===== src/sv/assert_macros.svh =====
// Assertion helpers for the RTL files; lsvg_post includes them.
`ifndef ASSERT_MACROS_SVH
`define ASSERT_MACROS_SVH

// Check a property on every rising clk edge outside reset.
`define ASSERT_CLK(label, prop, msg) \
  label: assert property (@(posedge clk) disable iff (!rst_n) (prop)) else $error(msg);

// Check that an expression never holds outside reset.
`define ASSERT_NEVER(label, expr, msg) \
  label: assert property (@(posedge clk) disable iff (!rst_n) !(expr)) else $error(msg);

`endif


===== src/sv/lsvg_pkg.sv =====
// ----------------------------------------------------------------------------
// lsvg_pkg
// Types, constants and helpers of the lat-long sphere vertex generator.
// ----------------------------------------------------------------------------
`timescale 1ns / 1ps

package lsvg_pkg;

  // Largest ring count; index fields are sized for it
  localparam int SEG_MAX = 256;

  // Divider: remainder width and quotient bits per lane
  localparam int DW = 42;
  localparam int QW = 33;
  // CORDIC datapath widths
  localparam int CW = 34;
  localparam int ZW = 33;
  localparam int PW = 61;
  localparam int STEPS = 30;
  localparam int NRW = 34;

  localparam logic [30:0] HALF_PI_Q30 = 31'd1686629713;
  localparam logic [CW-1:0] GAIN_Q30 = CW'(652032875);
  localparam logic [CW-1:0] ONE_Q30 = CW'(1073741824);
  localparam logic [16:0] TEX_HALF = 17'd32768;

  // Configuration register indexes
  localparam logic [2:0] REG_CENTER_X = 3'd0;
  localparam logic [2:0] REG_CENTER_Y = 3'd1;
  localparam logic [2:0] REG_CENTER_Z = 3'd2;
  localparam logic [2:0] REG_RADIUS = 3'd3;
  localparam logic [2:0] REG_SEG_COUNT = 3'd4;
  localparam logic [2:0] REG_TEX_EN = 3'd5;

  // Divider cell contents: lanes are ring phase, segment phase, tex s, tex t
  typedef struct packed {
    logic [3:0][DW-1:0] rem;
    logic [3:0][QW-1:0] quo;
    logic [8:0] n;
    logic err;
    logic pole;
  } div_t;

  // After the divider: phase split and angle product
  typedef struct packed {
    logic [1:0][1:0] quad;
    logic [1:0] zero;
    logic [1:0][PW-1:0] zprod;
    logic [16:0] ts;
    logic [16:0] tt;
    logic err;
    logic pole;
  } prep_t;

  // CORDIC cell contents, lane 0 ring angle, lane 1 segment angle
  typedef struct packed {
    logic [1:0][CW-1:0] x;
    logic [1:0][CW-1:0] y;
    logic [1:0][ZW-1:0] z;
    logic [1:0][1:0] quad;
    logic [1:0] zero;
    logic [16:0] ts;
    logic [16:0] tt;
    logic err;
    logic pole;
  } cord_t;

  typedef struct packed {
    logic [31:0] center_x;
    logic [31:0] center_y;
    logic [31:0] center_z;
    logic [30:0] radius;
    logic tex_en;
  } cfg_t;

  typedef struct packed {
    logic [2:0][15:0] nrm;
    logic [2:0][31:0] pos;
    logic [16:0] ts;
    logic [16:0] tt;
    logic err;
    logic pole;
  } res_t;

  // Arctangent of 2^-i in Q2.30 radians
  function automatic logic [31:0] atan_q30(input int i);
    logic [31:0] a;
    unique case (i)
      0: a = 32'd843314857;
      1: a = 32'd497837830;
      2: a = 32'd263043837;
      3: a = 32'd133525159;
      4: a = 32'd67021687;
      5: a = 32'd33543516;
      6: a = 32'd16775851;
      7: a = 32'd8388437;
      8: a = 32'd4194283;
      9: a = 32'd2097149;
      default: a = (i < 30) ? (32'd1 << (30 - i)) : 32'd0;
    endcase
    return a;
  endfunction

  // Shift right, rounding half away from zero
  function automatic logic signed [71:0] rsh(input logic signed [71:0] v,
                                             input int unsigned sh);
    logic signed [71:0] half;
    logic signed [71:0] a;
    half = 72'sd1 <<< (sh - 1);
    a = -v;
    if (!v[71]) begin
      return (v + half) >>> sh;
    end else begin
      return -((a + half) >>> sh);
    end
  endfunction

endpackage


===== src/sv/lsvg_cordic_cell.sv =====
// ----------------------------------------------------------------------------
// lsvg_cordic_cell
// One rotation step of two CORDIC lanes, registered with a handshake.
// ----------------------------------------------------------------------------
`timescale 1ns / 1ps

module lsvg_cordic_cell
  import lsvg_pkg::*;
#(
  parameter int STEP = 0
) (
  input  logic clk,
  input  logic rst_n,
  input  logic in_valid,
  output logic in_ready,
  input  cord_t in_data,
  output logic out_valid,
  input  logic out_ready,
  output cord_t out_data
);

  localparam logic [ZW-1:0] ATAN = ZW'(atan_q30(STEP));

  logic v_r;
  cord_t d_r;
  cord_t d_nxt;

  // Rotate toward zero residual angle
  always_comb begin
    logic signed [CW-1:0] xs;
    logic signed [CW-1:0] ys;
    logic signed [CW-1:0] dx;
    logic signed [CW-1:0] dy;
    d_nxt = in_data;
    for (int l = 0; l < 2; l++) begin
      xs = $signed(in_data.x[l]);
      ys = $signed(in_data.y[l]);
      dx = ys >>> STEP;
      dy = xs >>> STEP;
      if (!in_data.z[l][ZW-1]) begin
        d_nxt.x[l] = xs - dx;
        d_nxt.y[l] = ys + dy;
        d_nxt.z[l] = in_data.z[l] - ATAN;
      end else begin
        d_nxt.x[l] = xs + dx;
        d_nxt.y[l] = ys - dy;
        d_nxt.z[l] = in_data.z[l] + ATAN;
      end
    end
  end

  assign in_ready = !v_r || out_ready;

  always_ff @(posedge clk) begin
    if (!rst_n) begin
      v_r <= 1'b0;
    end else if (in_ready) begin
      v_r <= in_valid;
    end
  end

  always_ff @(posedge clk) begin
    if (in_ready && in_valid) begin
      d_r <= d_nxt;
    end
  end

  assign out_valid = v_r;
  assign out_data = d_r;

endmodule


===== config.mk =====
export PLATFORM = sky130hd
export DESIGN_NAME = lsvg_cordic_cell
export DESIGN_NICKNAME = d
export VERILOG_FILES = /design/src/sv/assert_macros.svh /design/src/sv/lsvg_pkg.sv /design/src/sv/lsvg_cordic_cell.sv
export SDC_FILE = /design/constraint.sdc
export NUM_CORES = 1
export LEC_CHECK = 0
export ABC_AREA = 0
export BUFFER_PORTS_ARGS = -buffer_cell sky130_fd_sc_hd__buf_2
export CORE_ASPECT_RATIO = 2
export CORE_MARGIN = 2
export CORE_UTILIZATION = 61
export DETAILED_ROUTE_END_ITERATION = 10
export PLACE_DENSITY = 0.89
export SLEW_MARGIN = 10
export SYNTH_ARGS = -nofsm -noshare
export SYNTH_HDL_FRONTEND = slang
export SYNTH_SLANG_ARGS = --single-unit

===== constraint.sdc =====
create_clock -name clk -period 12.3 [get_ports clk]
set_clock_uncertainty 0.2 [all_clocks]
set_input_delay 1.845 -clock clk [delete_from_list [all_inputs] [get_ports clk]]
set_output_delay 1.845 -clock clk [all_outputs]
set_load 0.1 [all_outputs]

==> summary.md <==
| Metric | Value |
|---|---|
| Post-synth top area share | `33.17%` |
| Power per cell area | `144.6 nW/µm²` |
| Clock latency on the worst-skew pair | `0.58 ns` |
| Design area | `25,490 µm²` |
| WL/cell | `26.51 µm` |
| Most common cell after layout, fill and taps aside | `buf_2` |
| I/O pin cnt | `494` |
| CTS Buffer Depth | `3` |
| Gr usage total | `46.39%` |
| Most frequent cells in the layout | `buf_2 (491), a21oi_1 (326), ha_1 (260), edfxtp_1 (242), inv_1 (234)` |
| Post-Synthesis Cells | `2,486` |
| Fin. max-slew vios | `0` |
| Peak Freq | `180.1 MHz` |
| Synth warn | `0` |
| DRT Wirelength | `90,470 µm` |
| Hold Fails Final Rpt | `0` |
| CP endpoint kind | `flop` |
| Crit path DAT | `5.68 ns` |
| Area after DPL | `24,600 µm²` |
| ANT nets after route | `0` |
| Post-layout min period | `5.554 ns` |
| Flops & latches, synth | `243` |
| CP Class | `in2reg` |
| RSZ-0062 raised after global routing | `no` |
| R2R Path Start | `out_valid` |
| Layout cells sized above 1 | `20.26%` |
| CTS hold repair buffers | `0` |
| Seq/Total Area, Yosys | `33.26%` |
| Die area | `37,540 µm²` |
| Post-synth top area cell | `edfxtp_1` |
| Total power | `3.686 mW` |
| Cell Area, Synth | `21,910 µm²` |
| Die Span Y | `272.0 µm` |
| IO Port Bufs | `493` |
| DRT Pass-1 Iters | `9` |
| CTS resizes | `0` |
| Fin crit share | `45.15%` |
| Clock sink count | `243` |
| CTS root buffer | `clkbuf_16` |
| Number of global-route vias before repair | `23,310` |
| CTS tree | `done` |
| # DRC | `0` |
| Critical Path RT | `12.43 ns` |
| Crit-path max FO | `7` |
| Largest cells by area after synthesis | `edfxtp_1 (33%), ha_1 (15%), a21oi_1 (7.4%)` |
| Initial DRC count | `2,016` |
| Hold_sp | `out_valid` |
| Die width | `138.0 µm` |
| First-pass GRT wire length | `133,000 µm` |
| Max_slew headroom | `14.63%` |
| Largest net degree at the start of global routing | `81` |
| Post-synth EDFFs | `242` |
| Post-Syn Nets | `3,002` |
| H-tree depth | `1` |
| Worst min-delay path category | `reg2reg` |
| Setup bufs post-CTS | `0` |
| Setup violators final | `0` |
| Via/cell ratio | `6.659` |
| DR vias | `22,719` |
| Clock Pin Slew Worst Setup and Hold Paths | `0.08 ns` |
| Setup crit start kind | `input pin` |
| Initial Util | `61.62%` |
| Status | `complete, no violations` |
| Cell variety after synth | `83` |
| Worst-Margin Slew | `1.273 ns` |
| Crit path from | `in_data[112]` |
| Area grow syn2layout | `16.35%` |
| Maximum vdd drop | `0.1332 mV` |
| Leak pwr | `11.56 nW` |
| RePlAce Congestion | `1.100` |
| Core ar. | `35,560 µm²` |
| Initial antenna violation count | `30` |
| Nets | `3,431` |
| Post-synth ARST share | `0%` |
| Row count | `98` |
| Max-capacitance violation count | `0` |
| Global route overflow | `0` |
| Syn Area/Cell | `8.814 µm²` |
| Total CTS buffers | `23` |
| Dpl hpwl | `70,710 µm` |
| Fin Setup TNS | `0 ns` |
| Post-synth top flop | `edfxtp_1` |
## where the power goes
group / switching, mW / internal, mW
Sequential: 0.0419 / 1.06
Clock: 0.394 / 0.411
Combinational: 1.39 / 0.398
Total: 1.82 / 1.86
## critical path, cell delays in order
cell and delay (ns):
buf_2 0.11, inv_1 0.05, ha_1 0.39, a21o_2 0.25
a21oi_1 0.29, o21ai_0 0.29, a211oi_1 1.11, o221ai_1 0.46
a221oi_1 0.49, nor2_1 0.07, a31oi_1 0.20, xnor2_1 0.11
## cells in the mapped netlist, types with 10 or more instances
cell      instances
a211o_1          12
a211oi_1         34
a21o_1           73
a21oi_1         326
a31oi_1          27
and3_1           10
buf_1            23
buf_2            14
clkbuf_1         54
edfxtp_1        242
ha_1            260
inv_1           235
mux2i_1          23
nand2_1         120
nand2b_1         27
nand3_1          38
nand4_1          37
nor2_1          221
nor2b_1          18
nor3_1           43
nor4_1           13
o211ai_1         24
o21a_1           26
o21ai_0         156
o21bai_1         57
o31ai_1          20
or2_2            10
xnor2_1         148
xor2_1           24
## worst paths after layout
path / cells after the start / end / slack (ns)
max reg2reg: 4 / out_data[192] / 8.87
min reg2reg: 2 / out_valid / 0.36
min: 2 / out_valid / 0.36
max: 12 / out_data[138] / 6.75
## cell type report
class | instances | area (µm²)
timing repair buffer | 502 | 2540
fill | 2757 | 10060
sequential | 243 | 7287
antenna | 30 | 75.07
tap | 450 | 563.0
multi-input combinational | 1901 | 13300
clock inverter | 18 | 220.2
inverter | 244 | 915.9
clock buffer | 24 | 589.3
## kinds of logic (layout without fill, tap and decap cells)
logic type                 count (synthesis)  count (layout)  share of synthesized area, %
AOI/OAI and AO/OA                        864             864                         24.87
xor gates and xnor gates                 172             172                         6.875
adders and majority gates                268             268                         15.58
buffers and inverters                    342             788                         6.059
DFF                                      243             243                         33.26
muxes                                     29              29                         1.359
other                                      0              30                             0
and+or+nand+nor                          568             568                         12.00
## metal layers
layer | share of wire (%) | GRT usage [%] | up-vias
met5 | 0.048 | 0.6418 | -
met1 | 27 | 37.80 | 10437
met4 | 14 | 53.81 | 6
met2 | 49 | 81.85 | 1674
met3 | 9.2 | 13.22 | 702
li1 | - | - | 9900
## flip-flops by register name, indices dropped and copies added, names as in the netlist
register   cells
out_data     242
out_valid      1
## through the flow
| step | std cells | setup slack, ns | hold slack, ns | util (%) |
|---|---|---|---|---|
| 2_1_floorplan | 2486 | 3.231 | 1.579 | - |
| 3_3_place_gp | 3340 | 6.672 | 0.3342 | 69.19 |
| 3_5_place_dp | 3340 | 6.526 | 0.3449 | 69.19 |
| 4_1_cts | 3382 | 7.041 | 0.3597 | 71.47 |
| 5_1_grt | 3403 | 6.710 | 0.4000 | 71.63 |
| 6_report | 3412 | 6.746 | 0.3602 | 71.70 |
No activity file was read; power rests on OpenSTA's default activity.
