<file path="config.mk">
export PLATFORM = sky130hd
export DESIGN_NAME = lsvg_div_cell
export DESIGN_NICKNAME = d
export VERILOG_FILES = /design/src/sv/assert_macros.svh /design/src/sv/lsvg_pkg.sv /design/src/sv/lsvg_div_cell.sv
export SDC_FILE = /design/constraint.sdc
export NUM_CORES = 1
export LEC_CHECK = 0
export BUFFER_PORTS_ARGS = -buffer_cell sky130_fd_sc_hd__buf_4
export CAP_MARGIN = 25
export CORE_AREA = 5 5 240 242
export DETAILED_ROUTE_END_ITERATION = 16
export DIE_AREA = 0 0 245 247
export GPL_ROUTABILITY_DRIVEN = 0
export PLACE_DENSITY = 0.57
export SLEW_MARGIN = 15
export SYNTH_ARGS = -nofsm -noshare
export SYNTH_HDL_FRONTEND = slang
export SYNTH_SLANG_ARGS = --single-unit
</file>
<file path="constraint.sdc">
create_clock -name clk -period 13.4 [get_ports clk]
set_input_delay 0 -clock clk [delete_from_list [all_inputs] [get_ports clk]]
set_output_delay 0 -clock clk [all_outputs]
set_load 0.1 [all_outputs]
</file>
<file path="src/sv/assert_macros.svh">
// Assertion helpers for the RTL files; lsvg_post includes them.
`ifndef ASSERT_MACROS_SVH
`define ASSERT_MACROS_SVH

// Check a property on every rising clk edge outside reset.
`define ASSERT_CLK(label, prop, msg) \
  label: assert property (@(posedge clk) disable iff (!rst_n) (prop)) else $error(msg);

// Check that an expression never holds outside reset.
`define ASSERT_NEVER(label, expr, msg) \
  label: assert property (@(posedge clk) disable iff (!rst_n) !(expr)) else $error(msg);

`endif

</file>
<file path="src/sv/lsvg_pkg.sv">
// ----------------------------------------------------------------------------
// lsvg_pkg
// Types, constants and helpers of the lat-long sphere vertex generator.
// ----------------------------------------------------------------------------
`timescale 1ns / 1ps

package lsvg_pkg;

  // Largest ring count; index fields are sized for it
  localparam int SEG_MAX = 256;

  // Divider: remainder width and quotient bits per lane
  localparam int DW = 42;
  localparam int QW = 33;
  // CORDIC datapath widths
  localparam int CW = 34;
  localparam int ZW = 33;
  localparam int PW = 61;
  localparam int STEPS = 30;
  localparam int NRW = 34;

  localparam logic [30:0] HALF_PI_Q30 = 31'd1686629713;
  localparam logic [CW-1:0] GAIN_Q30 = CW'(652032875);
  localparam logic [CW-1:0] ONE_Q30 = CW'(1073741824);
  localparam logic [16:0] TEX_HALF = 17'd32768;

  // Configuration register indexes
  localparam logic [2:0] REG_CENTER_X = 3'd0;
  localparam logic [2:0] REG_CENTER_Y = 3'd1;
  localparam logic [2:0] REG_CENTER_Z = 3'd2;
  localparam logic [2:0] REG_RADIUS = 3'd3;
  localparam logic [2:0] REG_SEG_COUNT = 3'd4;
  localparam logic [2:0] REG_TEX_EN = 3'd5;

  // Divider cell contents: lanes are ring phase, segment phase, tex s, tex t
  typedef struct packed {
    logic [3:0][DW-1:0] rem;
    logic [3:0][QW-1:0] quo;
    logic [8:0] n;
    logic err;
    logic pole;
  } div_t;

  // After the divider: phase split and angle product
  typedef struct packed {
    logic [1:0][1:0] quad;
    logic [1:0] zero;
    logic [1:0][PW-1:0] zprod;
    logic [16:0] ts;
    logic [16:0] tt;
    logic err;
    logic pole;
  } prep_t;

  // CORDIC cell contents, lane 0 ring angle, lane 1 segment angle
  typedef struct packed {
    logic [1:0][CW-1:0] x;
    logic [1:0][CW-1:0] y;
    logic [1:0][ZW-1:0] z;
    logic [1:0][1:0] quad;
    logic [1:0] zero;
    logic [16:0] ts;
    logic [16:0] tt;
    logic err;
    logic pole;
  } cord_t;

  typedef struct packed {
    logic [31:0] center_x;
    logic [31:0] center_y;
    logic [31:0] center_z;
    logic [30:0] radius;
    logic tex_en;
  } cfg_t;

  typedef struct packed {
    logic [2:0][15:0] nrm;
    logic [2:0][31:0] pos;
    logic [16:0] ts;
    logic [16:0] tt;
    logic err;
    logic pole;
  } res_t;

  // Arctangent of 2^-i in Q2.30 radians
  function automatic logic [31:0] atan_q30(input int i);
    logic [31:0] a;
    unique case (i)
      0: a = 32'd843314857;
      1: a = 32'd497837830;
      2: a = 32'd263043837;
      3: a = 32'd133525159;
      4: a = 32'd67021687;
      5: a = 32'd33543516;
      6: a = 32'd16775851;
      7: a = 32'd8388437;
      8: a = 32'd4194283;
      9: a = 32'd2097149;
      default: a = (i < 30) ? (32'd1 << (30 - i)) : 32'd0;
    endcase
    return a;
  endfunction

  // Shift right, rounding half away from zero
  function automatic logic signed [71:0] rsh(input logic signed [71:0] v,
                                             input int unsigned sh);
    logic signed [71:0] half;
    logic signed [71:0] a;
    half = 72'sd1 <<< (sh - 1);
    a = -v;
    if (!v[71]) begin
      return (v + half) >>> sh;
    end else begin
      return -((a + half) >>> sh);
    end
  endfunction

endpackage

</file>
<file path="src/sv/lsvg_div_cell.sv">
// ----------------------------------------------------------------------------
// lsvg_div_cell
// One quotient bit of four restoring divisions, registered with a handshake.
// ----------------------------------------------------------------------------
`timescale 1ns / 1ps

module lsvg_div_cell
  import lsvg_pkg::*;
#(
  parameter int BIT = 0
) (
  input  logic clk,
  input  logic rst_n,
  input  logic in_valid,
  output logic in_ready,
  input  div_t in_data,
  output logic out_valid,
  input  logic out_ready,
  output div_t out_data
);

  logic v_r;
  div_t d_r;
  div_t d_nxt;

  // Subtract the shifted divisor where it fits
  always_comb begin
    logic [9:0] dv;
    logic [DW-1:0] dsh;
    logic [DW:0] diff;
    d_nxt = in_data;
    for (int l = 0; l < 4; l++) begin
      dv = (l == 2) ? {in_data.n, 1'b0} : {1'b0, in_data.n};
      dsh = DW'(dv) << BIT;
      diff = {1'b0, in_data.rem[l]} - {1'b0, dsh};
      if (!diff[DW]) begin
        d_nxt.rem[l] = diff[DW-1:0];
        d_nxt.quo[l][BIT] = 1'b1;
      end
    end
  end

  assign in_ready = !v_r || out_ready;

  // Advance the beat
  always_ff @(posedge clk) begin
    if (!rst_n) begin
      v_r <= 1'b0;
    end else if (in_ready) begin
      v_r <= in_valid;
    end
  end

  always_ff @(posedge clk) begin
    if (in_ready && in_valid) begin
      d_r <= d_nxt;
    end
  end

  assign out_valid = v_r;
  assign out_data = d_r;

endmodule

</file>
==> impl_metrics.prom, run 1 <==
# TYPE chip_impl_metric gauge
chip_impl_metric{name="post-route-period-util",unit=""} 0.319
chip_impl_info{name="criticalPathCategory",value="in2reg"} 1
chip_impl_info{name="status",value="complete, no violations"} 1
chip_impl_info{name="path_cells",value="dlygate4sd3_1, buf_4, inv_1, fa_1, a21oi_1, o211ai_1, a311oi_1, nand3_2, nand3_1, o21ai_0, dlygate4sd3_1, o21ai_0, dlygate4sd3_1"} 1
chip_impl_metric{name="drt_iter0_markers",unit=""} 538
chip_impl_info{name="synth_largest_area_cell",value="edfxtp_1"} 1
chip_impl_metric{name="cp_slowest_stage_delay",unit="ps"} 580
chip_impl_metric{name="ys_seq_elements",unit=""} 312
chip_impl_metric{name="finalSetupViolations",unit=""} 0
chip_impl_metric{name="number_of_filler_cells_placed_in_the_layout",unit=""} 4907
chip_impl_metric{name="syn_nets",unit=""} 1405
chip_impl_metric{name="grtUsageMet2",unit=""} 0.332
chip_impl_metric{name="via_count_of_the_first_global_routing_pass",unit=""} 13300
chip_impl_metric{name="die-height",unit="um"} 247
chip_impl_metric{name="hold-worst-slack",unit="ps"} 171
chip_impl_metric{name="grt.overflow.total",unit=""} 0
chip_impl_metric{name="maxSlewHeadroom",unit=""} 0.354
chip_impl_metric{name="path_clk_slew",unit="ps"} 60
chip_impl_info{name="crit_start",value="in_data[3]"} 1
chip_impl_metric{name="worst_skew_pair.late_latency",unit="ps"} 550
chip_impl_metric{name="synth_enable_flop_cells",unit=""} 311
chip_impl_info{name="cell_with_the_most_instances_on_the_worst_path",value="dlygate4sd3_1"} 1
chip_impl_metric{name="synth.avg_cell_area",unit="um^2"} 13.5
chip_impl_metric{name="die-width",unit="um"} 245
chip_impl_metric{name="ir_drop",unit="V"} 0.0000840
chip_impl_metric{name="cts.repair.resized",unit=""} 0
chip_impl_metric{name="met3_usage",unit=""} 0.0487
chip_impl_metric{name="start_util",unit=""} 0.259
chip_impl_metric{name="worst_clock_skew",unit="ps"} 18.5
chip_impl_info{name="critical-path-slowest-cell",value="a311oi_1"} 1
chip_impl_metric{name="timing.max_cap.violations",unit=""} 0
chip_impl_metric{name="place.detailed.hpwl",unit="um"} 45900
chip_impl_metric{name="fmax",unit="GHz"} 0.234
chip_impl_metric{name="top_cell_type_s_share_of_synthesized_area",unit=""} 0.657
chip_impl_info{name="r2r-start",value="out_valid$_SDFFE_PN0N_"} 1
chip_impl_metric{name="period_needed",unit="ps"} 4270
chip_impl_metric{name="cts.repair_timing.setup_buffer_count",unit=""} 0
chip_impl_metric{name="grt_antenna_before_repair",unit=""} 8
chip_impl_metric{name="grt_pass1_wl",unit="um"} 86700
chip_impl_info{name="synth.cells.most_frequent",value="311 x edfxtp_1, 89 x nand2_1, 80 x nor2_1"} 1
chip_impl_metric{name="global_route.usage.met1",unit=""} 0.224
chip_impl_metric{name="synth.yosys.seq_area_share",unit=""} 0.658
chip_impl_metric{name="numClockSinks",unit=""} 312
chip_impl_metric{name="post_synth_inst_count",unit=""} 1050
chip_impl_metric{name="first_pass_iters",unit=""} 5
chip_impl_metric{name="pin_count_of_the_biggest_net_entering_global_routing",unit=""} 74
chip_impl_metric{name="synthArstFlopShare",unit=""} 0
chip_impl_metric{name="power_per_cell_area",unit="nW/um^2"} 127
chip_impl_metric{name="post_synthesis_to_final_layout_area_growth",unit="%"} 76.0
chip_impl_metric{name="rows",unit=""} 86
chip_impl_metric{name="drive_above_1_share",unit=""} 0.338
chip_impl_metric{name="worst-slew-pin-transition",unit="ps"} 969
chip_impl_metric{name="synthDistinctLibCells",unit=""} 66
chip_impl_metric{name="drc",unit=""} 0
chip_impl_metric{name="design.final.nets",unit=""} 2463
chip_impl_metric{name="hold_buffers",unit=""} 397
chip_impl_metric{name="io_buffer_count",unit=""} 627
chip_impl_metric{name="timing.critical_path.fanout_max",unit=""} 15
chip_impl_info{name="yosys-top-cells-area",value="edfxtp_1 66%, xnor2_1 4.9%, xor2_1 4.4%"} 1
chip_impl_metric{name="top_level_ports",unit=""} 628
chip_impl_metric{name="ant_nets",unit=""} 0
chip_impl_info{name="cts_root_buffer",value="clkbuf_16"} 1
chip_impl_metric{name="dr_total_vias",unit=""} 13000
chip_impl_metric{name="cts_max_path_buffers",unit=""} 3
chip_impl_metric{name="die-area",unit="um^2"} 60500
chip_impl_metric{name="p_leak",unit="uW"} 0.0102
chip_impl_metric{name="route.detailed.vias_per_inst",unit=""} 4.58
chip_impl_metric{name="report.final.slew_viol_count",unit=""} 0
chip_impl_metric{name="synthesized_area",unit="um^2"} 14200
chip_impl_metric{name="critPathArrivalTime",unit="ps"} 4670
chip_impl_metric{name="total_negative_slack_for_setup_checks",unit="ps"} 0
chip_impl_metric{name="ys.warnings.count",unit=""} 0
chip_impl_info{name="min-delay-start",value="in_data[25]"} 1
chip_impl_metric{name="post_drt_wl_per_cell",unit="um"} 21.7
chip_impl_metric{name="timing.critical_path.required",unit="ps"} 13800
chip_impl_info{name="worstHoldPathType",value="in2reg"} 1
chip_impl_info{name="cts_tree",value="done"} 1
chip_impl_info{name="globalRoute.busiestLayer",value="met2"} 1
chip_impl_info{name="dominantRegCellSynth",value="edfxtp_1"} 1
chip_impl_info{name="worst_setup_path_end_kind",value="register"} 1
chip_impl_metric{name="core_area",unit="um^2"} 54900
chip_impl_metric{name="final_hold_violations",unit=""} 0
chip_impl_info{name="rsz0062_at_grt",value="false"} 1
chip_impl_metric{name="cts_buffers",unit=""} 39
chip_impl_metric{name="htreeDepth",unit=""} 2
chip_impl_info{name="post-synth-top-count-cell",value="edfxtp_1"} 1
chip_impl_info{name="nature_of_the_critical_path_startpoint",value="primary input"} 1
chip_impl_metric{name="grtUsageTotal",unit=""} 0.191
chip_impl_metric{name="wirelength",unit="um"} 61700
-- area by class of cell --
type | count | area, um^2 | share of cell area
clock buffer | 47 | 1010 | 0.0402
sequential | 312 | 9360 | 0.374
multi-input combinational | 697 | 4690 | 0.188
tap | 704 | 881 | 0.0352
antenna | 4 | 10.0 | 0.000400
clock inverter | 24 | 249 | 0.00995
inverter | 29 | 109 | 0.00435
timing repair buffer | 1029 | 8720 | 0.348
-- routing by layer --
metal / part of all wire / vias up
li1: - / 6047
met1: 0.39 / 6275
met2: 0.50 / 578
met3: 0.072 / 124
met4: 0.044 / 6
met5: 0.00065 / -
-- final timing paths --
path / cells past startpoint / to / slack, ps
setup reg to reg: 4 / out_data[57]$_DFFE_PP_ / 10310
setup / recovery: 13 / out_data[286]$_DFFE_PP_ / 9130
hold / removal: 2 / out_data[25]$_DFFE_PP_ / 170
hold reg to reg: 2 / out_data[268]$_DFFE_PP_ / 960
-- state kept, by name, summed over array words and instances, names as in the netlist --
signal	cells
out_data	311
out_valid	1
-- critical path, delay by kind of cell --
family	cells	cell delay (ps)
buf+inv	5	2010
simple gates	2	870
fa+ha+maj	1	530
compound gates	5	1230
-- power breakdown --
part	switching, uW	internal, uW	total (uW)	leakage (uW)
Clock	437	617	1050	0.000604
Sequential	23.7	1160	1180	0.00301
Combinational	665	272	938	0.00655
Total	1130	2050	3170	0.0102
-- layout by cell type (no fill, tap or decap), types with 4 or more instances in the layout --
cell type,count
buf_4,632
dlygate4sd3_1,397
edfxtp_1,311
nand2_1,89
nor2_1,80
xnor2_1,79
xor2_1,71
a21oi_1,46
nor3_1,41
clkbuf_16,39
ha_1,36
nor4_1,31
inv_1,29
o21ai_0,28
nand3_1,26
or3_1,21
nand2b_1,16
nor2b_1,8
a21o_1,8
clkbuf_1,8
or4_4,7
nand4_1,7
or4_1,7
clkinv_1,7
and3_1,6
clkinv_2,6
and4_1,5
nand3b_1,5
nand4b_1,5
mux2_2,5
and2_1,5
nor4_2,5
diode_2,4
or2_2,4
a211oi_1,4
fa_1,4
bufinv_16,4
-- through the flow --
step           cell area (um^2)  std cells  setup WS, ps  power, uW  utilization
2_1_floorplan             14200       1050          4000       1800            -
3_3_place_gp              19800       2374         10120       2030        0.361
3_5_place_dp              19800       2374         10020       2040        0.361
4_1_cts                   25000       2842          9120       3200        0.456
5_1_grt                   25000       2845          8800       3280        0.456
6_report                  25000       2846          9130       3170        0.456
-- cell families after synthesis --
group                    after synthesis  share of synthesized area
multiplexers                           6                    0.00466
adder cells (fa/ha/maj)               40                     0.0373
AO/OA/AOI/OAI                        112                     0.0478
flip-flops                           312                      0.658
AND/OR/NAND/NOR                      388                      0.147
buffers and inverters                 41                     0.0119
XOR/XNOR                             151                     0.0935
(Power assumes the default switching activity.)
==> run 2, diff against run 1 <==
CORE_AREA = 5 5 244 246   (was 5 5 240 242)
DIE_AREA = 0 0 249 251   (was 0 0 245 247)
clock period = 3.8 ns   (was 13.4 ns; I/O delays follow)
==> run 2 against run 1 <==
Effect of this change:
- cell area grew 0.77%
- total power grew to 3.5 times the previous value
- register-to-register slack lost 8400 ps
- cell count grew 2.0%
- non-clock buffer count grew 5
- largest cell class unchanged
- global-route usage shrank 0.74 points
- clock-buffer cell count grew 1
==> impl_metrics.prom, run 2 (synthesis gave the netlist of run 1 again) <==
# TYPE chip_impl_metric gauge
chip_impl_info{name="status",value="complete, no violations"} 1
chip_impl_metric{name="htreeDepth",unit=""} 2
chip_impl_metric{name="finalNonFillerCells",unit=""} 2904
chip_impl_info{name="kind_of_cell_adding_the_most_delay_to_the_critical_path",value="buffers and inverters"} 1
chip_impl_metric{name="total_negative_slack_for_setup_checks",unit="ps"} 0
chip_impl_metric{name="core_area",unit="um^2"} 57100
chip_impl_info{name="cell_with_the_most_instances_on_the_worst_path",value="dlygate4sd3_1"} 1
chip_impl_metric{name="area_occupied_by_registers",unit="um^2"} 9360
chip_impl_metric{name="multi_input_comb_area",unit="um^2"} 4750
chip_impl_info{name="cts_tree",value="done"} 1
chip_impl_metric{name="cts_max_path_buffers",unit=""} 3
chip_impl_metric{name="timing.critical_path.fanout_max",unit=""} 6
chip_impl_metric{name="rows",unit=""} 88
chip_impl_info{name="criticalPathCategory",value="in2reg"} 1
chip_impl_info{name="cts_root_buffer",value="clkbuf_16"} 1
chip_impl_info{name="rsz0062_at_grt",value="false"} 1
chip_impl_metric{name="met3_usage",unit=""} 0.0379
chip_impl_info{name="path_cells",value="dlygate4sd3_1, buf_4, inv_1, ha_2, inv_1, fa_1, a21oi_1, o211ai_1, a311oi_1, buf_4, o311a_4, nand3b_1, nand2_1, dlygate4sd3_1, nand2_1, dlygate4sd3_1"} 1
chip_impl_metric{name="p_leak",unit="uW"} 0.0102
chip_impl_metric{name="post_drt_wl_per_cell",unit="um"} 20.9
chip_impl_info{name="worst_setup_path_end_kind",value="register"} 1
chip_impl_metric{name="pin_count_of_the_biggest_net_entering_global_routing",unit=""} 72
chip_impl_metric{name="worst-path-buf-inv",unit=""} 7
chip_impl_metric{name="via_count_of_the_first_global_routing_pass",unit=""} 13600
chip_impl_metric{name="first_pass_iters",unit=""} 5
chip_impl_metric{name="worst_clock_skew",unit="ps"} 13.0
chip_impl_metric{name="max_ffs_per_register",unit=""} 311
chip_impl_metric{name="critPathArrivalTime",unit="ps"} 3910
chip_impl_metric{name="numClockSinks",unit=""} 312
chip_impl_metric{name="drc",unit=""} 0
chip_impl_info{name="mostFrequentLayoutCells",value="640 x buf_4, 390 x dlygate4sd3_1, 311 x edfxtp_1"} 1
chip_impl_metric{name="finalSetupViolations",unit=""} 0
chip_impl_metric{name="design.final.nets",unit=""} 2468
chip_impl_info{name="globalRoute.busiestLayer",value="met2"} 1
chip_impl_metric{name="report.final.slew_viol_count",unit=""} 0
chip_impl_metric{name="grt_pass1_wl",unit="um"} 88700
chip_impl_metric{name="io_buffer_count",unit=""} 627
chip_impl_metric{name="start_util",unit=""} 0.249
chip_impl_metric{name="grt_antenna_before_repair",unit=""} 2
chip_impl_info{name="nature_of_the_critical_path_startpoint",value="primary input"} 1
chip_impl_metric{name="wirelength",unit="um"} 60600
chip_impl_metric{name="top_level_ports",unit=""} 628
chip_impl_metric{name="maxSlewHeadroom",unit=""} 0.483
chip_impl_metric{name="die-width",unit="um"} 249
chip_impl_metric{name="grt.overflow.total",unit=""} 0
chip_impl_metric{name="timing.max_cap.violations",unit=""} 0
chip_impl_metric{name="period_needed",unit="ps"} 3620
chip_impl_metric{name="grtUsageTotal",unit=""} 0.183
chip_impl_metric{name="die-height",unit="um"} 251
chip_impl_metric{name="grtUsageMet2",unit=""} 0.327
chip_impl_metric{name="worst-slew-pin-transition",unit="ps"} 776
chip_impl_metric{name="cts_buffers",unit=""} 39
chip_impl_metric{name="worst_skew_pair.late_latency",unit="ps"} 550
chip_impl_info{name="critical-path-slowest-cell",value="dlygate4sd3_1"} 1
chip_impl_info{name="layout.cells.most_common",value="buf_4"} 1
chip_impl_metric{name="timing.critical_path.required",unit="ps"} 4100
chip_impl_metric{name="ir_drop",unit="V"} 0.000347
chip_impl_metric{name="place.detailed.hpwl",unit="um"} 45400
chip_impl_metric{name="placed_cells_incl_taps",unit=""} 2446
chip_impl_metric{name="global_route.usage.met1",unit=""} 0.220
chip_impl_metric{name="path_clk_slew",unit="ps"} 60
chip_impl_metric{name="number_of_filler_cells_placed_in_the_layout",unit=""} 5111
chip_impl_metric{name="power",unit="uW"} 11100
chip_impl_metric{name="post-route-period-util",unit=""} 0.951
chip_impl_info{name="worstHoldPathType",value="in2reg"} 1
chip_impl_metric{name="post_synthesis_to_final_layout_area_growth",unit="%"} 77.4
chip_impl_metric{name="final_hold_violations",unit=""} 0
chip_impl_metric{name="fmax",unit="GHz"} 0.277
chip_impl_metric{name="die-area",unit="um^2"} 62500
chip_impl_metric{name="cp_slowest_stage_delay",unit="ps"} 550
chip_impl_metric{name="fin_util",unit=""} 0.441
chip_impl_metric{name="dr_total_vias",unit=""} 13000
chip_impl_metric{name="power_per_cell_area",unit="nW/um^2"} 442
chip_impl_metric{name="ant_nets",unit=""} 0
chip_impl_metric{name="drt_iter0_markers",unit=""} 645
chip_impl_metric{name="drive_above_1_share",unit=""} 0.349
chip_impl_metric{name="route.detailed.vias_per_inst",unit=""} 4.48
==> run 2: stage by stage <==
stage          setup WS (ps)  hold slack, ps  area (um^2)
6_report                 184             176        25200
3_5_place_dp             417             180        20000
2_1_floorplan            267            98.9        14200
3_3_place_gp             558             178        20000
5_1_grt                 9.69             147        25200
4_1_cts                 18.1             133        25100
==> run 2: cell type report <==
| type | instances | area share |
|---|---|---|
| tap | 765 | 0.0380 |
| clock buffer | 48 | 0.0421 |
| clock inverter | 18 | 0.00729 |
| timing repair buffer | 1034 | 0.348 |
| multi-input combinational | 697 | 0.189 |
| sequential | 312 | 0.371 |
| antenna | 1 | 0.0000992 |
| inverter | 29 | 0.00446 |
==> run 2: path summary, 6_finish.rpt <==
check                              start                 endpoint  slack [ps]  cells past startpoint
setup / recovery            in_data[269]  out_data[295]$_DFFE_PP_         180                     16
hold / removal               in_data[48]   out_data[48]$_DFFE_PP_         180                      2
setup reg to reg  out_valid$_SDFFE_PN0N_   out_data[41]$_DFFE_PP_        1870                      3
hold reg to reg   out_valid$_SDFFE_PN0N_  out_data[154]$_DFFE_PP_        1030                      2
==> run 2: timing repair <==
action	CTS	global route
setup endpoints to repair	0	27
gates resized for setup	0	11
hold buffers	390	0
buffers inserted	0	1
hold endpoints to repair	312	0
==> run 2: metal layers <==
| layer | vias to the layer above | wire length [um] |
|---|---|---|
| li1 | 6059 | - |
| met4 | 0 | 2300 |
| met3 | 105 | 3710 |
| met1 | 6294 | 24100 |
| met5 | - | 0 |
| met2 | 540 | 30500 |
==> run 2: worst register-to-register path, cell delays in order, from the launching register on <==
cell and delay, ps:
dfxtp_2 330, nand2b_4 70, and2_4 630, buf_4 530
==> run 2: report_power, final <==
group          total [uW]  switching [uW]  leakage [uW]  internal [uW]
Combinational        3320            2350       0.00663            972
Sequential           4170            79.5       0.00301           4090
Clock                3660            1480      0.000600           2180
Total               11100            3910        0.0102           7240
==> run 3, diff against run 2 <==
clock period = 2.99 ns   (was 3.8 ns; I/O delays follow)
==> run 3 against run 2 <==
Effect of this change:
- non-clock buffer count is 51 lower
- die area stayed put
- worst setup slack worse by 58 ps
- clock skew is 1.8 ps higher
- critical endpoint is now out_data[249]$_DFFE_PP_
==> impl_metrics.prom, run 3 (synthesis gave the netlist of run 1 again) <==
# TYPE chip_impl_metric gauge
chip_impl_metric{name="post_synthesis_to_final_layout_area_growth",unit="%"} 74.1
chip_impl_metric{name="route.detailed.vias_per_inst",unit=""} 4.43
chip_impl_metric{name="cp_slowest_stage_delay",unit="ps"} 570
chip_impl_info{name="layout.cells.most_common",value="buf_4"} 1
chip_impl_metric{name="p_leak",unit="uW"} 0.0101
chip_impl_info{name="crit_start",value="in_data[249]"} 1
chip_impl_metric{name="drc",unit=""} 0
chip_impl_metric{name="dr_total_vias",unit=""} 12700
chip_impl_metric{name="first_pass_iters",unit=""} 5
chip_impl_metric{name="worst_clock_skew",unit="ps"} 14.9
chip_impl_info{name="status",value="complete, no violations"} 1
chip_impl_metric{name="period_needed",unit="ps"} 2860
chip_impl_metric{name="max_ffs_per_register",unit=""} 311
chip_impl_metric{name="grt_pass1_wl",unit="um"} 87400
chip_impl_metric{name="grt.overflow.total",unit=""} 0
chip_impl_info{name="rsz0062_at_grt",value="true"} 1
chip_impl_metric{name="dpl_worst_slack",unit="ps"} -3.78
chip_impl_metric{name="critPathArrivalTime",unit="ps"} 3160
chip_impl_metric{name="via_count_of_the_first_global_routing_pass",unit=""} 13300
chip_impl_metric{name="die-height",unit="um"} 251
chip_impl_info{name="r2r-start",value="out_valid$_SDFFE_PN0N_"} 1
chip_impl_info{name="hold_end",value="out_data[166]$_DFFE_PP_"} 1
chip_impl_info{name="cell_with_the_most_instances_on_the_worst_path",value="dlygate4sd3_1"} 1
chip_impl_metric{name="numClockSinks",unit=""} 312
chip_impl_metric{name="pin_count_of_the_biggest_net_entering_global_routing",unit=""} 72
chip_impl_info{name="worst_setup_path_end_kind",value="register"} 1
chip_impl_info{name="criticalPathCategory",value="in2reg"} 1
chip_impl_metric{name="finalSetupViolations",unit=""} 0
chip_impl_metric{name="placed_cells_incl_taps",unit=""} 2468
chip_impl_metric{name="timing.critical_path.required",unit="ps"} 3280
chip_impl_metric{name="cts_buffers",unit=""} 39
chip_impl_metric{name="io_buffer_count",unit=""} 627
chip_impl_metric{name="ant_nets",unit=""} 0
chip_impl_metric{name="start_util",unit=""} 0.249
chip_impl_metric{name="worst-slew-pin-transition",unit="ps"} 658
chip_impl_metric{name="worst_r2r_path_depth",unit=""} 3
chip_impl_metric{name="htreeDepth",unit=""} 2
chip_impl_info{name="mostFrequentLayoutCells",value="663 x buf_4, 316 x dlygate4sd3_1, 311 x edfxtp_1"} 1
chip_impl_metric{name="finalNonFillerCells",unit=""} 2862
chip_impl_info{name="path_cells",value="dlygate4sd3_1, buf_4, or4_4, nor4_2, nand3_2, or3_1, nand4_1, xnor2_1, dlygate4sd3_1"} 1
chip_impl_metric{name="ir_drop",unit="V"} 0.000379
chip_impl_metric{name="power_per_cell_area",unit="nW/um^2"} 579
chip_impl_metric{name="grt_antenna_before_repair",unit=""} 9
chip_impl_metric{name="design.final.nets",unit=""} 2417
chip_impl_metric{name="die-area",unit="um^2"} 62500
chip_impl_info{name="cts_tree",value="done"} 1
chip_impl_metric{name="place.detailed.hpwl",unit="um"} 45400
chip_impl_metric{name="fmax",unit="GHz"} 0.349
chip_impl_info{name="cts_root_buffer",value="clkbuf_16"} 1
chip_impl_metric{name="drt_iter0_markers",unit=""} 561
chip_impl_metric{name="drive_above_1_share",unit=""} 0.373
chip_impl_metric{name="setup_slack",unit="ps"} 126
chip_impl_metric{name="final_hold_violations",unit=""} 0
chip_impl_metric{name="reg2reg_slack",unit="ps"} 1220
chip_impl_metric{name="post_drt_wl_per_cell",unit="um"} 20.9
chip_impl_info{name="worstHoldPathType",value="in2reg"} 1
chip_impl_metric{name="timing.critical_path.fanout_max",unit=""} 8
chip_impl_metric{name="wirelength",unit="um"} 59800
chip_impl_metric{name="number_of_filler_cells_placed_in_the_layout",unit=""} 5141
chip_impl_metric{name="report.final.slew_viol_count",unit=""} 0
chip_impl_metric{name="die-width",unit="um"} 249
chip_impl_info{name="critical-path-slowest-cell",value="or4_4"} 1
chip_impl_metric{name="top_level_ports",unit=""} 628
chip_impl_metric{name="timing.max_cap.violations",unit=""} 0
chip_impl_metric{name="cts_max_path_buffers",unit=""} 3
chip_impl_metric{name="post-route-period-util",unit=""} 0.958
chip_impl_metric{name="rows",unit=""} 88
chip_impl_metric{name="path_clk_slew",unit="ps"} 60
chip_impl_metric{name="core_area",unit="um^2"} 57100
chip_impl_info{name="nature_of_the_critical_path_startpoint",value="primary input"} 1
chip_impl_info{name="min-delay-start",value="in_valid"} 1
chip_impl_metric{name="timing.hold.worst_path_depth",unit=""} 2
chip_impl_metric{name="maxSlewHeadroom",unit=""} 0.558
chip_impl_metric{name="grtUsageTotal",unit=""} 0.181
chip_impl_info{name="reg2reg_to",value="out_data[253]$_DFFE_PP_"} 1
chip_impl_metric{name="worst_skew_pair.late_latency",unit="ps"} 550
## run 3: cell count changes in the layout (fill, tap and decap cells not counted), sizes merged
cell	before	now
diode	1	6
clkbuf	48	40
bufinv	3	6
clkinvlp	4	5
buf	644	667
dlygate4sd3	390	316
clkinv	11	21
inv	29	27
## run 3: area by class of cell
cell class,count,area (um^2),share of cell area
antenna,6,15.0,0.000606
inverter,29,120,0.00485
clock inverter,30,313,0.0126
clock buffer,40,1000,0.0404
multi-input combinational,697,4770,0.193
timing repair buffer,983,8220,0.332
sequential,312,9360,0.378
tap,765,957,0.0387
## run 3: how the worst max path moves through the flow
stage               depth (start not counted)                      end  slack [ps]
global route                               13  out_data[209]$_DFFE_PP_         -70
CTS                                        12  out_data[209]$_DFFE_PP_          40
detailed placement                         11  out_data[209]$_DFFE_PP_          -4
global placement                           11  out_data[209]$_DFFE_PP_          30
finish                                      9  out_data[249]$_DFFE_PP_         130
floorplan                                   2    out_data[0]$_DFFE_PP_        -450
## run 3: through the flow
| stage | hold WS [ps] | cell area (um^2) | setup TNS [ps] | total power [uW] | utilization |
|---|---|---|---|---|---|
| finish | 125 | 24800 | 0 | 14300 | 0.433 |
| global route | 124 | 24800 | -73.4 | 14800 | 0.433 |
| CTS | 98.2 | 24600 | 0 | 14500 | 0.431 |
| detailed placement | 179 | 20200 | -3.78 | 9180 | 0.353 |
| global placement | 179 | 20200 | 0 | 9160 | 0.353 |
| floorplan | 98.9 | 14200 | -139820 | 7990 | - |
## run 3: what timing repair did
item,in CTS,in global routing
hold buffers,316,0
setup buffers,0,2
hold endpoints to repair,312,0
gates resized for setup,0,18
setup endpoints to repair,0,34
## run 3: metal layers
| metal | wire length, um | global-route usage | part of all wire | vias to the layer above |
|---|---|---|---|---|
| li1 | - | - | - | 5965 |
| met1 | 23700 | 0.218 | 0.40 | 6061 |
| met2 | 29200 | 0.309 | 0.49 | 514 |
| met3 | 3930 | 0.0461 | 0.066 | 127 |
| met4 | 2950 | 0.0817 | 0.049 | 6 |
| met5 | 36 | 0 | 0.00060 | - |
## run 3: power by group
part	internal [uW]	total (uW)	switching, uW	leakage (uW)
Sequential	5190	5290	97.4	0.00301
Combinational	1190	4170	2990	0.00640
Clock	2950	4870	1910	0.000640
## run 3: worst max-delay path: cells and delay by family
kind / cells / cell delay [ps]
xor gates and xnor gates: 1 / 80
and+or+nand+nor: 5 / 1800
buffers and inverters: 3 / 1260
